**src/rtl/core/hlfm_pkg.sv**
```systemverilog
// Package for the heater load fault monitor: widths, codes, item and control types.
`timescale 1ns / 1ps
package hlfm_pkg;

  localparam int VOLT_BITS = 13;
  localparam int RES_BITS  = 16;
  localparam int REG_W     = 16;
  localparam int RUN_W     = 4;
  localparam int OFF_W     = 8;
  localparam int CFG_IDX_W = 3;
  localparam int RES_OUT_W = 16;

  localparam int SUM_W  = VOLT_BITS + 1;
  localparam int NUM_W  = SUM_W + REG_W;
  localparam int SAT_W  = VOLT_BITS + RES_BITS;
  localparam int CMP_W  = (NUM_W > SAT_W) ? NUM_W : SAT_W;
  localparam int RCMP_W = (RES_BITS > REG_W) ? RES_BITS : REG_W;
  localparam int CNT_W  = $clog2(RES_BITS);

  localparam logic [RES_BITS-1:0] RES_MAX = {RES_BITS{1'b1}};
  localparam logic [RUN_W-1:0]    RUN_MAX = {RUN_W{1'b1}};

  localparam logic [REG_W-1:0] REF_RESET      = REG_W'(1000);
  localparam logic [REG_W-1:0] SHORT_RESET    = REG_W'(100);
  localparam logic [REG_W-1:0] OPEN_RESET     = REG_W'(5000);
  localparam logic [REG_W-1:0] OVERHEAT_RESET = REG_W'(2000);
  localparam logic [RUN_W-1:0] RUN_RESET      = RUN_W'(5);
  localparam logic [OFF_W-1:0] OFFSET_RESET   = OFF_W'(23);

  typedef enum logic [CFG_IDX_W-1:0] {
    CFG_REF      = 3'd0,
    CFG_SHORT    = 3'd1,
    CFG_OPEN     = 3'd2,
    CFG_OVERHEAT = 3'd3,
    CFG_RUN      = 3'd4,
    CFG_OFFSET   = 3'd5
  } cfg_idx_e;

  typedef enum logic [1:0] {
    ST_NORMAL   = 2'd0,
    ST_SHORT    = 2'd1,
    ST_OPEN     = 2'd2,
    ST_OVERHEAT = 2'd3
  } status_e;

  typedef enum logic [2:0] {
    S_IDLE,
    S_MUL,
    S_SETUP,
    S_DIV,
    S_DECIDE,
    S_EMIT
  } state_e;

  typedef struct packed {
    logic                 firing;
    logic [VOLT_BITS-1:0] load_mv;
    logic [VOLT_BITS-1:0] supply_mv;
    logic [VOLT_BITS-1:0] load_retry_mv;
    logic [VOLT_BITS-1:0] supply_retry_mv;
  } in_item_t;

  typedef struct packed {
    status_e              status;
    logic [RES_OUT_W-1:0] resistance_mohm;
  } out_item_t;

  typedef struct packed {
    logic capture;
    logic mul;
    logic setup;
    logic step;
    logic emit;
    logic retry;
  } cmd_t;

  typedef struct packed {
    logic skip;
    logic need_retry;
    logic out_busy;
  } stat_t;

endpackage

```
**src/rtl/core/hlfm_ctrl.sv**
```systemverilog
// Sequencer for the heater load fault monitor: passes, divider steps and result hand-off.
`timescale 1ns / 1ps
module hlfm_ctrl (
  input  logic                 clk_i,
  input  logic                 rst_ni,
  input  logic                 in_valid_i,
  output logic                 in_stall_o,
  input  hlfm_pkg::stat_t      stat_i,
  output hlfm_pkg::cmd_t       cmd_o
);

  hlfm_pkg::state_e              state_q, state_d;
  logic                          retry_q, retry_d;
  logic [hlfm_pkg::CNT_W-1:0]    cnt_q, cnt_d;

  always_comb begin
    state_d = state_q;
    unique case (state_q)
      hlfm_pkg::S_IDLE: begin
        if (in_valid_i) state_d = hlfm_pkg::S_MUL;
      end
      hlfm_pkg::S_MUL: state_d = hlfm_pkg::S_SETUP;
      hlfm_pkg::S_SETUP: begin
        state_d = stat_i.skip ? hlfm_pkg::S_DECIDE : hlfm_pkg::S_DIV;
      end
      hlfm_pkg::S_DIV: begin
        if (cnt_q == hlfm_pkg::CNT_W'(hlfm_pkg::RES_BITS - 1)) state_d = hlfm_pkg::S_DECIDE;
      end
      hlfm_pkg::S_DECIDE: begin
        state_d = (!retry_q && stat_i.need_retry) ? hlfm_pkg::S_MUL : hlfm_pkg::S_EMIT;
      end
      hlfm_pkg::S_EMIT: begin
        if (!stat_i.out_busy) state_d = hlfm_pkg::S_IDLE;
      end
      default: state_d = hlfm_pkg::S_IDLE;
    endcase
  end

  always_comb begin
    retry_d = retry_q;
    cnt_d   = cnt_q;
    if (state_q == hlfm_pkg::S_IDLE && in_valid_i) retry_d = 1'b0;
    if (state_q == hlfm_pkg::S_DECIDE && stat_i.need_retry) retry_d = 1'b1;
    if (state_q == hlfm_pkg::S_SETUP) cnt_d = '0;
    if (state_q == hlfm_pkg::S_DIV) cnt_d = cnt_q + 1'b1;
  end

  always_comb begin
    cmd_o         = '0;
    cmd_o.capture = (state_q == hlfm_pkg::S_IDLE) && in_valid_i;
    cmd_o.mul     = (state_q == hlfm_pkg::S_MUL);
    cmd_o.setup   = (state_q == hlfm_pkg::S_SETUP);
    cmd_o.step    = (state_q == hlfm_pkg::S_DIV);
    cmd_o.emit    = (state_q == hlfm_pkg::S_EMIT) && !stat_i.out_busy;
    cmd_o.retry   = retry_q;
    in_stall_o    = (state_q != hlfm_pkg::S_IDLE);
  end

  always_ff @(posedge clk_i or negedge rst_ni) begin
    if (!rst_ni) begin
      state_q <= hlfm_pkg::S_IDLE;
      retry_q <= 1'b0;
      cnt_q   <= '0;
    end else begin
      state_q <= state_d;
      retry_q <= retry_d;
      cnt_q   <= cnt_d;
    end
  end

endmodule

```
**src/rtl/core/hlfm_dp.sv**
```systemverilog
// Datapath for the heater load fault monitor: config, multiplier, divider, checks, output register.
`timescale 1ns / 1ps
module hlfm_dp (
  input  logic                                clk_i,
  input  logic                                rst_ni,
  input  logic                                cfg_we_i,
  input  logic [hlfm_pkg::CFG_IDX_W-1:0]      cfg_idx_i,
  input  logic [hlfm_pkg::REG_W-1:0]          cfg_wdata_i,
  input  hlfm_pkg::in_item_t                  in_item_i,
  output logic                                out_valid_o,
  input  logic                                out_stall_i,
  output hlfm_pkg::out_item_t                 out_item_o,
  input  hlfm_pkg::cmd_t                      cmd_i,
  output hlfm_pkg::stat_t                     stat_o
);

  localparam int V = hlfm_pkg::VOLT_BITS;
  localparam int R = hlfm_pkg::RES_BITS;

  logic [hlfm_pkg::REG_W-1:0] ref_q, short_q, open_q, hot_q;
  logic [hlfm_pkg::RUN_W-1:0] need_q;
  logic [hlfm_pkg::OFF_W-1:0] off_q;

  hlfm_pkg::in_item_t         item_q;
  logic [hlfm_pkg::NUM_W-1:0] prod_q;
  logic [V-1:0]               den_q;
  logic                       neg_q, zero_q;
  logic [V-1:0]               rem_q;
  logic [R-1:0]               q_q;
  logic [hlfm_pkg::RUN_W-1:0] run_q, run_d;
  logic                       out_valid_q;
  hlfm_pkg::out_item_t        out_item_q;

  logic [V-1:0]               ld, sp;
  logic [hlfm_pkg::OFF_W-1:0] off;
  logic [hlfm_pkg::SUM_W-1:0] sum;
  logic [hlfm_pkg::CMP_W-1:0] prod_ext, sat_lim, hi;
  logic                       ovf;
  logic [V:0]                 trial;
  logic                       ge;
  logic [hlfm_pkg::RCMP_W-1:0] res_x;
  logic                       hot;
  logic [hlfm_pkg::RUN_W-1:0] run_inc;
  hlfm_pkg::status_e          status;

  // config registers
  always_ff @(posedge clk_i or negedge rst_ni) begin
    if (!rst_ni) begin
      ref_q   <= hlfm_pkg::REF_RESET;
      short_q <= hlfm_pkg::SHORT_RESET;
      open_q  <= hlfm_pkg::OPEN_RESET;
      hot_q   <= hlfm_pkg::OVERHEAT_RESET;
      need_q  <= hlfm_pkg::RUN_RESET;
      off_q   <= hlfm_pkg::OFFSET_RESET;
    end else if (cfg_we_i) begin
      case (cfg_idx_i)
        hlfm_pkg::CFG_REF:      ref_q   <= cfg_wdata_i;
        hlfm_pkg::CFG_SHORT:    short_q <= cfg_wdata_i;
        hlfm_pkg::CFG_OPEN:     open_q  <= cfg_wdata_i;
        hlfm_pkg::CFG_OVERHEAT: hot_q   <= cfg_wdata_i;
        hlfm_pkg::CFG_RUN:      need_q  <= cfg_wdata_i[hlfm_pkg::RUN_W-1:0];
        hlfm_pkg::CFG_OFFSET:   off_q   <= cfg_wdata_i[hlfm_pkg::OFF_W-1:0];
        default: ;
      endcase
    end
  end

  always_comb begin
    ld       = cmd_i.retry ? item_q.load_retry_mv : item_q.load_mv;
    sp       = cmd_i.retry ? item_q.supply_retry_mv : item_q.supply_mv;
    off      = cmd_i.retry ? '0 : off_q;
    sum      = hlfm_pkg::SUM_W'(ld) + hlfm_pkg::SUM_W'(off);
    prod_ext = hlfm_pkg::CMP_W'(prod_q);
    sat_lim  = hlfm_pkg::CMP_W'(den_q) << R;
    hi       = prod_ext >> R;
    ovf      = zero_q || (prod_ext >= sat_lim);
    trial    = {rem_q, q_q[R-1]};
    ge       = trial >= {1'b0, den_q};
    res_x    = hlfm_pkg::RCMP_W'(q_q);
  end

  // multiplier, restoring divider
  always_ff @(posedge clk_i) begin
    if (cmd_i.capture) item_q <= in_item_i;
    if (cmd_i.mul) begin
      prod_q <= hlfm_pkg::NUM_W'(sum) * hlfm_pkg::NUM_W'(ref_q);
      neg_q  <= sp < ld;
      zero_q <= sp == ld;
      den_q  <= sp - ld;
    end
    if (cmd_i.setup) begin
      if (neg_q) begin
        q_q <= '0;
      end else if (ovf) begin
        q_q <= hlfm_pkg::RES_MAX;
      end else begin
        q_q   <= prod_ext[R-1:0];
        rem_q <= hi[V-1:0];
      end
    end
    if (cmd_i.step) begin
      rem_q <= ge ? V'(trial - {1'b0, den_q}) : trial[V-1:0];
      q_q   <= {q_q[R-2:0], ge};
    end
  end

  // fault decision
  always_comb begin
    hot     = !neg_q && (res_x >= hlfm_pkg::RCMP_W'(hot_q));
    run_inc = (run_q < hlfm_pkg::RUN_MAX) ? run_q + 1'b1 : run_q;
    status  = hlfm_pkg::ST_NORMAL;
    run_d   = run_q;
    priority if (!item_q.firing) begin
      status = hlfm_pkg::ST_NORMAL;
    end else if (!cmd_i.retry && (neg_q || res_x <= hlfm_pkg::RCMP_W'(short_q))) begin
      status = hlfm_pkg::ST_SHORT;
    end else if (cmd_i.retry && !neg_q && res_x >= hlfm_pkg::RCMP_W'(open_q)) begin
      status = hlfm_pkg::ST_OPEN;
    end else if (hot) begin
      if (run_inc >= need_q) begin
        run_d  = '0;
        status = hlfm_pkg::ST_OVERHEAT;
      end else begin
        run_d = run_inc;
      end
    end else begin
      run_d = '0;
    end
  end

  always_comb begin
    stat_o.skip       = neg_q || ovf;
    stat_o.need_retry = item_q.firing && !neg_q
                        && (res_x > hlfm_pkg::RCMP_W'(short_q))
                        && (res_x >= hlfm_pkg::RCMP_W'(open_q));
    stat_o.out_busy   = out_valid_q && out_stall_i;
  end

  always_ff @(posedge clk_i or negedge rst_ni) begin
    if (!rst_ni) begin
      run_q       <= '0;
      out_valid_q <= 1'b0;
    end else begin
      if (cmd_i.emit) begin
        run_q       <= run_d;
        out_valid_q <= 1'b1;
      end else if (!out_stall_i) begin
        out_valid_q <= 1'b0;
      end
    end
  end

  always_ff @(posedge clk_i) begin
    if (cmd_i.emit) begin
      out_item_q.status          <= status;
      out_item_q.resistance_mohm <= hlfm_pkg::RES_OUT_W'(q_q);
    end
  end

  assign out_valid_o = out_valid_q;
  assign out_item_o  = out_item_q;

endmodule

```
**src/rtl/core/heater_load_fault_monitor.sv**
```systemverilog
// Top level of the heater load fault monitor.
//
//   channel   direction  handshake                  content
//   in        input      in_valid_i / in_stall_o    in_item_i  (hlfm_pkg::in_item_t)
//   out       output     out_valid_o / out_stall_i  out_item_o (hlfm_pkg::out_item_t)
//   cfg       input      cfg_we_i                   cfg_idx_i, cfg_wdata_i
//
// One item at a time. A pass is multiply, range check, then RES_BITS steps of the
// restoring divider (skipped for negative, zero or saturating denominators). An item with
// an open retry takes two passes; both run through the one shared divider.
// Reset is asynchronous and loads the register defaults and clears the too-hot count.
// A result waits in the output register; the next item is taken meanwhile and only its
// own hand-off waits on out_stall_i.
`timescale 1ns / 1ps
module heater_load_fault_monitor (
  input  logic                            clk_i,
  input  logic                            rst_ni,
  input  logic                            cfg_we_i,
  input  logic [hlfm_pkg::CFG_IDX_W-1:0]  cfg_idx_i,
  input  logic [hlfm_pkg::REG_W-1:0]      cfg_wdata_i,
  input  logic                            in_valid_i,
  output logic                            in_stall_o,
  input  hlfm_pkg::in_item_t              in_item_i,
  output logic                            out_valid_o,
  input  logic                            out_stall_i,
  output hlfm_pkg::out_item_t             out_item_o
);

  hlfm_pkg::cmd_t  cmd;
  hlfm_pkg::stat_t stat;

  hlfm_ctrl u_ctrl (
    .clk_i      (clk_i),
    .rst_ni     (rst_ni),
    .in_valid_i (in_valid_i),
    .in_stall_o (in_stall_o),
    .stat_i     (stat),
    .cmd_o      (cmd)
  );

  hlfm_dp u_dp (
    .clk_i       (clk_i),
    .rst_ni      (rst_ni),
    .cfg_we_i    (cfg_we_i),
    .cfg_idx_i   (cfg_idx_i),
    .cfg_wdata_i (cfg_wdata_i),
    .in_item_i   (in_item_i),
    .out_valid_o (out_valid_o),
    .out_stall_i (out_stall_i),
    .out_item_o  (out_item_o),
    .cmd_i       (cmd),
    .stat_o      (stat)
  );

endmodule

```
**config.mk**
```make
export PLATFORM = sky130hd
export DESIGN_NAME = heater_load_fault_monitor
export DESIGN_NICKNAME = d
export VERILOG_FILES = /design/src/rtl/core/hlfm_pkg.sv /design/src/rtl/core/hlfm_ctrl.sv /design/src/rtl/core/hlfm_dp.sv /design/src/rtl/core/heater_load_fault_monitor.sv
export SDC_FILE = /design/constraint.sdc
export NUM_CORES = 1
export LEC_CHECK = 0
export BUFFER_PORTS_ARGS = -buffer_cell sky130_fd_sc_hd__buf_2
export CELL_PAD_IN_SITES_DETAIL_PLACEMENT = 0
export CELL_PAD_IN_SITES_GLOBAL_PLACEMENT = 1
export CORE_ASPECT_RATIO = 0.75
export CORE_MARGIN = 4
export CORE_UTILIZATION = 30
export DETAILED_ROUTE_END_ITERATION = 8
export PLACE_DENSITY_LB_ADDON = 0.25
export SYNTH_ARGS = -nofsm -noshare
export SYNTH_HDL_FRONTEND = slang
export SYNTH_HIERARCHICAL = 1
export SYNTH_SLANG_ARGS = --single-unit
```
**constraint.sdc**
```tcl
create_clock -name clk_i -period 8.8 [get_ports clk_i]
set_input_delay 0.88 -clock clk_i [delete_from_list [all_inputs] [get_ports clk_i]]
set_output_delay 0.88 -clock clk_i [all_outputs]
set_load 0.1 [all_outputs]
```
==> qor.csv <==
stage,metric,value,unit
clocking,root cell of the clock tree,sky130_fd_sc_hd__clkbuf_16,
logic_synthesis,leading register cell type out of synthesis,sky130_fd_sc_hd__edfxtp_1,
global_route,vias in the first global route,14253,
run_status,run status,"complete, no violations",
setup_path,crit path kind,flop to flop,
drt,total vias in the final route,13696,
clocking,number of buffers inserted by hold repair at cts,0,
drt,wire length per cell after detailed routing,18.3,µm
cells_and_area,NumNets Final,2427,
setup_path,required time worst endpoint,9080,ps
logic_synthesis,library cells used by synthesis,91,
sta,worst clock skew,36.9,ps
sta,slew at the pin with the worst max-slew slack,1140,ps
logic_synthesis,cell types with the largest area share after synthesis,"sky130_fd_sc_hd__edfxtp_1 (22%), sky130_fd_sc_hd__fa_1 (17%), sky130_fd_sc_hd__ha_1 (12%), sky130_fd_sc_hd__dfrtp_1 (7.9%), sky130_fd_sc_hd__inv_1 (5.4%)",
logic_synthesis,post-synthesis sequential area ratio,33.3,%
drt,# DRC,0,
logic_synthesis,total standard cell area after synthesis,19800,µm²
clocking,clk sink count,234,
logic_synthesis,Synth warnings,6,
logic_synthesis,cell accounting for the most synthesized area,sky130_fd_sc_hd__edfxtp_1,
worst_hold_path,type of the worst min-delay path,primary input to async pin,
setup_path,nature of the critical path startpoint,flop,
place,Post-Place Setup Slack,131,ps
logic_synthesis,number of flip-flops and latches in the synthesized netlist,234,
floorplan,height of the die,231,µm
clocking,CTS tree,built,
cells_and_area,synth-to-layout area growth,12.9,%
cells_and_area,most frequent standard cell in the layout excluding fill and tap cells,sky130_fd_sc_hd__inv_1,
setup_path,maximum fanout count along the critical path,5,
drt,First DRT Iteration DRCs,716,
drt,Routed WL,52600,µm
logic_synthesis,Post-synth EDFFs,145,
global_route,antenna violations before repair,2,
place,final weighted congestion in routability-driven placement,0.862,
floorplan,number of placement rows,81,
logic_synthesis,post-synth top area share,21.9,%
global_route,largest net degree at the start of global routing,65,
floorplan,starting density of the core,30.4,%
logic_synthesis,Post-Synthesis Mean Instance Area,10.5,µm²
global_route,Tot GR Track Use,14.9,%
sta,Final Critical Period,8330,ps
logic_synthesis,share of synthesized registers carrying an async set or reset,38.0,%
clocking,CTS clock-pin slew for the worst setup and hold paths,60,ps
logic_synthesis,syn_nets,2331,
sta,number of endpoints failing setup at the final stage,0,
drt,first-pass iteration count of the detailed router,5,
cells_and_area,fraction of layout instances using a drive strength above 1,15.9,%
clocking,number of CTS-inserted buffers,26,
setup_path,Crit path arrival time,8610,ps
run,Max Cap Viol,0,
cells_and_area,core utilization of the finished layout,34.3,%
setup_path,kind of end point of the critical path,flop,
place,detailed placer's ending HPWL,40800,µm
place,count of input and output buffers,96,
sta,max-slew violation total from the final report,0,
floorplan,DIE AREA,70400,µm²
global_route,first-pass GRT wire length,83500,µm
logic_synthesis,number of instances in the synthesized netlist,1891,
clocking,Max H-tree Level,1,
clocking,deepest clock path buffer count,3,
clocking,later-pin clock latency in the skew report,570,ps
floorplan,core region area,65400,µm²
global_route,global route overflow,0,
sta,number of hold violations in the final report,0,
sta,period utilisation layout,94.7,%
sta,Worst Slack Setup Final,466,ps
sta,timing-limited maximum frequency,120,MHz
sta,headroom to the max-slew limit,23.6,%
drt,vias per cell,4.76,
drt,Detail Route Antenna Nets,0,
floorplan,number of ports placed on the die boundary,97,
floorplan,width of the die,305,µm
cells_and_area,most frequent cells in the layout,"sky130_fd_sc_hd__inv_1 (286), sky130_fd_sc_hd__ha_1 (194), sky130_fd_sc_hd__nand2_1 (179), sky130_fd_sc_hd__fa_1 (168), sky130_fd_sc_hd__edfxtp_1 (145)",
[logic make-up after synthesis]
group | count (synthesis) | synth area share, %
flops | 234 | 33.3
mux | 85 | 4.70
xor+xnor | 46 | 2.07
buf+inv | 351 | 7.00
compound gates | 281 | 9.95
fa+ha+maj | 363 | 29.2
simple gates | 531 | 13.7
[timing repair]
action | 4_1_cts | 5_1_grt
buffers inserted | 0 | 8
setup endpoints to repair | 0 | 10
gates resized for setup | 0 | 13
[per-layer routing]
| metal | global-route usage (%) | up-vias | part of all wire (%) |
|---|---|---|---|
| met5 | 0 | - | 0 |
| met4 | 1.69 | 0 | 1.1 |
| met3 | 2.05 | 41 | 3.5 |
| met2 | 23.6 | 180 | 44 |
| met1 | 22.4 | 6891 | 51 |
| li1 | - | 6584 | - |
[final timing paths]
path,endpoint,slack (ps),cells after the start,start
max,u_dp/prod_ext[26]$_DFFE_PP_,470,27,u_ctrl/retry_q$_DFFE_PN0P_
min,u_dp/open_q[10]$_DFFE_PN0P_,220,1,rst_ni
max reg2reg,u_dp/prod_ext[26]$_DFFE_PP_,470,27,u_ctrl/retry_q$_DFFE_PN0P_
min reg2reg,u_dp/open_q[8]$_DFFE_PN1P_,510,2,u_dp/open_q[8]$_DFFE_PN1P_
max in group asynchronous,u_ctrl/retry_q$_DFFE_PN0P_,7290,2,rst_ni
min in group clk_i,u_dp/item_q[52]$_DFFE_PP_,490,1,in_item_i[52]
[area by class of cell]
class                           instances  area [µm²]
Tap cell                              871        1090
Inverter                              286        1070
Timing Repair Buffer                  132         787
Multi-Input combinational cell       1307       12000
Clock buffer                           31         689
Fill cell                            6609       43000
Sequential cell                       234        6620
Clock inverter                         17         189
Antenna cell                            1        2.50
[worst max-delay path, cell delays in order, from the launching register on]
cell,delay [ps]
sky130_fd_sc_hd__dfrtp_2,400
sky130_fd_sc_hd__mux2_2,360
sky130_fd_sc_hd__ha_1,240
sky130_fd_sc_hd__fa_1,460
sky130_fd_sc_hd__a21o_1,190
sky130_fd_sc_hd__a21oi_2,190
sky130_fd_sc_hd__o21bai_1,100
sky130_fd_sc_hd__a21oi_2,170
sky130_fd_sc_hd__o21bai_1,140
sky130_fd_sc_hd__a21o_4,280
sky130_fd_sc_hd__xnor2_2,370
sky130_fd_sc_hd__nand2_1,150
sky130_fd_sc_hd__fa_1,520
sky130_fd_sc_hd__fa_1,570
sky130_fd_sc_hd__fa_1,450
sky130_fd_sc_hd__fa_1,520
sky130_fd_sc_hd__fa_1,430
sky130_fd_sc_hd__fa_1,490
sky130_fd_sc_hd__inv_1,40
sky130_fd_sc_hd__ha_1,330
sky130_fd_sc_hd__a21o_1,190
sky130_fd_sc_hd__a21oi_1,190
sky130_fd_sc_hd__nor3b_1,280
sky130_fd_sc_hd__o211ai_2,200
sky130_fd_sc_hd__a31oi_4,270
sky130_fd_sc_hd__o31a_4,220
sky130_fd_sc_hd__nor3_2,50
sky130_fd_sc_hd__a211o_1,250
[synth_stat cells (4+ instances only)]
cell and instances:
sky130_fd_sc_hd__a211oi_2 4, sky130_fd_sc_hd__or2_2 6, sky130_fd_sc_hd__o21a_1 8, sky130_fd_sc_hd__xor2_1 15, sky130_fd_sc_hd__o21ai_0 65, sky130_fd_sc_hd__a211oi_1 11
sky130_fd_sc_hd__dfstp_2 26, sky130_fd_sc_hd__buf_4 5, sky130_fd_sc_hd__a21oi_1 52, sky130_fd_sc_hd__xnor2_1 30, sky130_fd_sc_hd__a22o_1 18, sky130_fd_sc_hd__nand4b_1 5
sky130_fd_sc_hd__nand2_1 179, sky130_fd_sc_hd__buf_2 5, sky130_fd_sc_hd__nor3b_1 4, sky130_fd_sc_hd__o211ai_1 6, sky130_fd_sc_hd__o21ai_1 7, sky130_fd_sc_hd__buf_6 6
sky130_fd_sc_hd__nor3_1 16, sky130_fd_sc_hd__nand4_1 13, sky130_fd_sc_hd__nand3_1 41, sky130_fd_sc_hd__and2_1 78, sky130_fd_sc_hd__nor4_1 6, sky130_fd_sc_hd__mux2i_1 22
sky130_fd_sc_hd__fa_1 168, sky130_fd_sc_hd__nor2_1 66, sky130_fd_sc_hd__o21bai_1 11, sky130_fd_sc_hd__or3_1 6, sky130_fd_sc_hd__a21boi_0 6, sky130_fd_sc_hd__ha_1 195
sky130_fd_sc_hd__o22ai_1 4, sky130_fd_sc_hd__nand2b_1 31, sky130_fd_sc_hd__a211o_1 5, sky130_fd_sc_hd__dfrtp_1 63, sky130_fd_sc_hd__clkbuf_1 45, sky130_fd_sc_hd__mux2_2 62
sky130_fd_sc_hd__and3_1 35, sky130_fd_sc_hd__edfxtp_1 145, sky130_fd_sc_hd__inv_1 286, sky130_fd_sc_hd__nor2b_1 24, sky130_fd_sc_hd__a21o_1 38
[per-stage QoR]
| stage | hold slack [ps] | setup TNS [ps] | cells | area, µm² |
|---|---|---|---|---|
| after CTS | 211 | 0 | 2868 | 22200 |
| after global placement | 484 | 0 | 2820 | 21400 |
| after detailed placement | 494 | 0 | 2820 | 21400 |
| after floorplan | 450 | 0 | 1891 | 19800 |
| after global routing | 228 | -9.10 | 2878 | 22400 |
| final | 218 | 0 | 2879 | 22400 |
[sequential cells by signal, summed over array words and instances, names as in the netlist, 13 cells and up]
signal / cells
u_dp/open_q: 16
u_dp/out_item_o: 18
u_dp/ref_q: 16
u_dp/rem_q: 13
u_dp/hot_q: 16
u_dp/short_q: 16
u_dp/q_q: 16
u_dp/item_q: 53
u_dp/prod_ext: 30
u_dp/den_q: 13
Power is not shown: default switching activity piles up to over one toggle a cycle in this logic, so the estimate is an artifact.
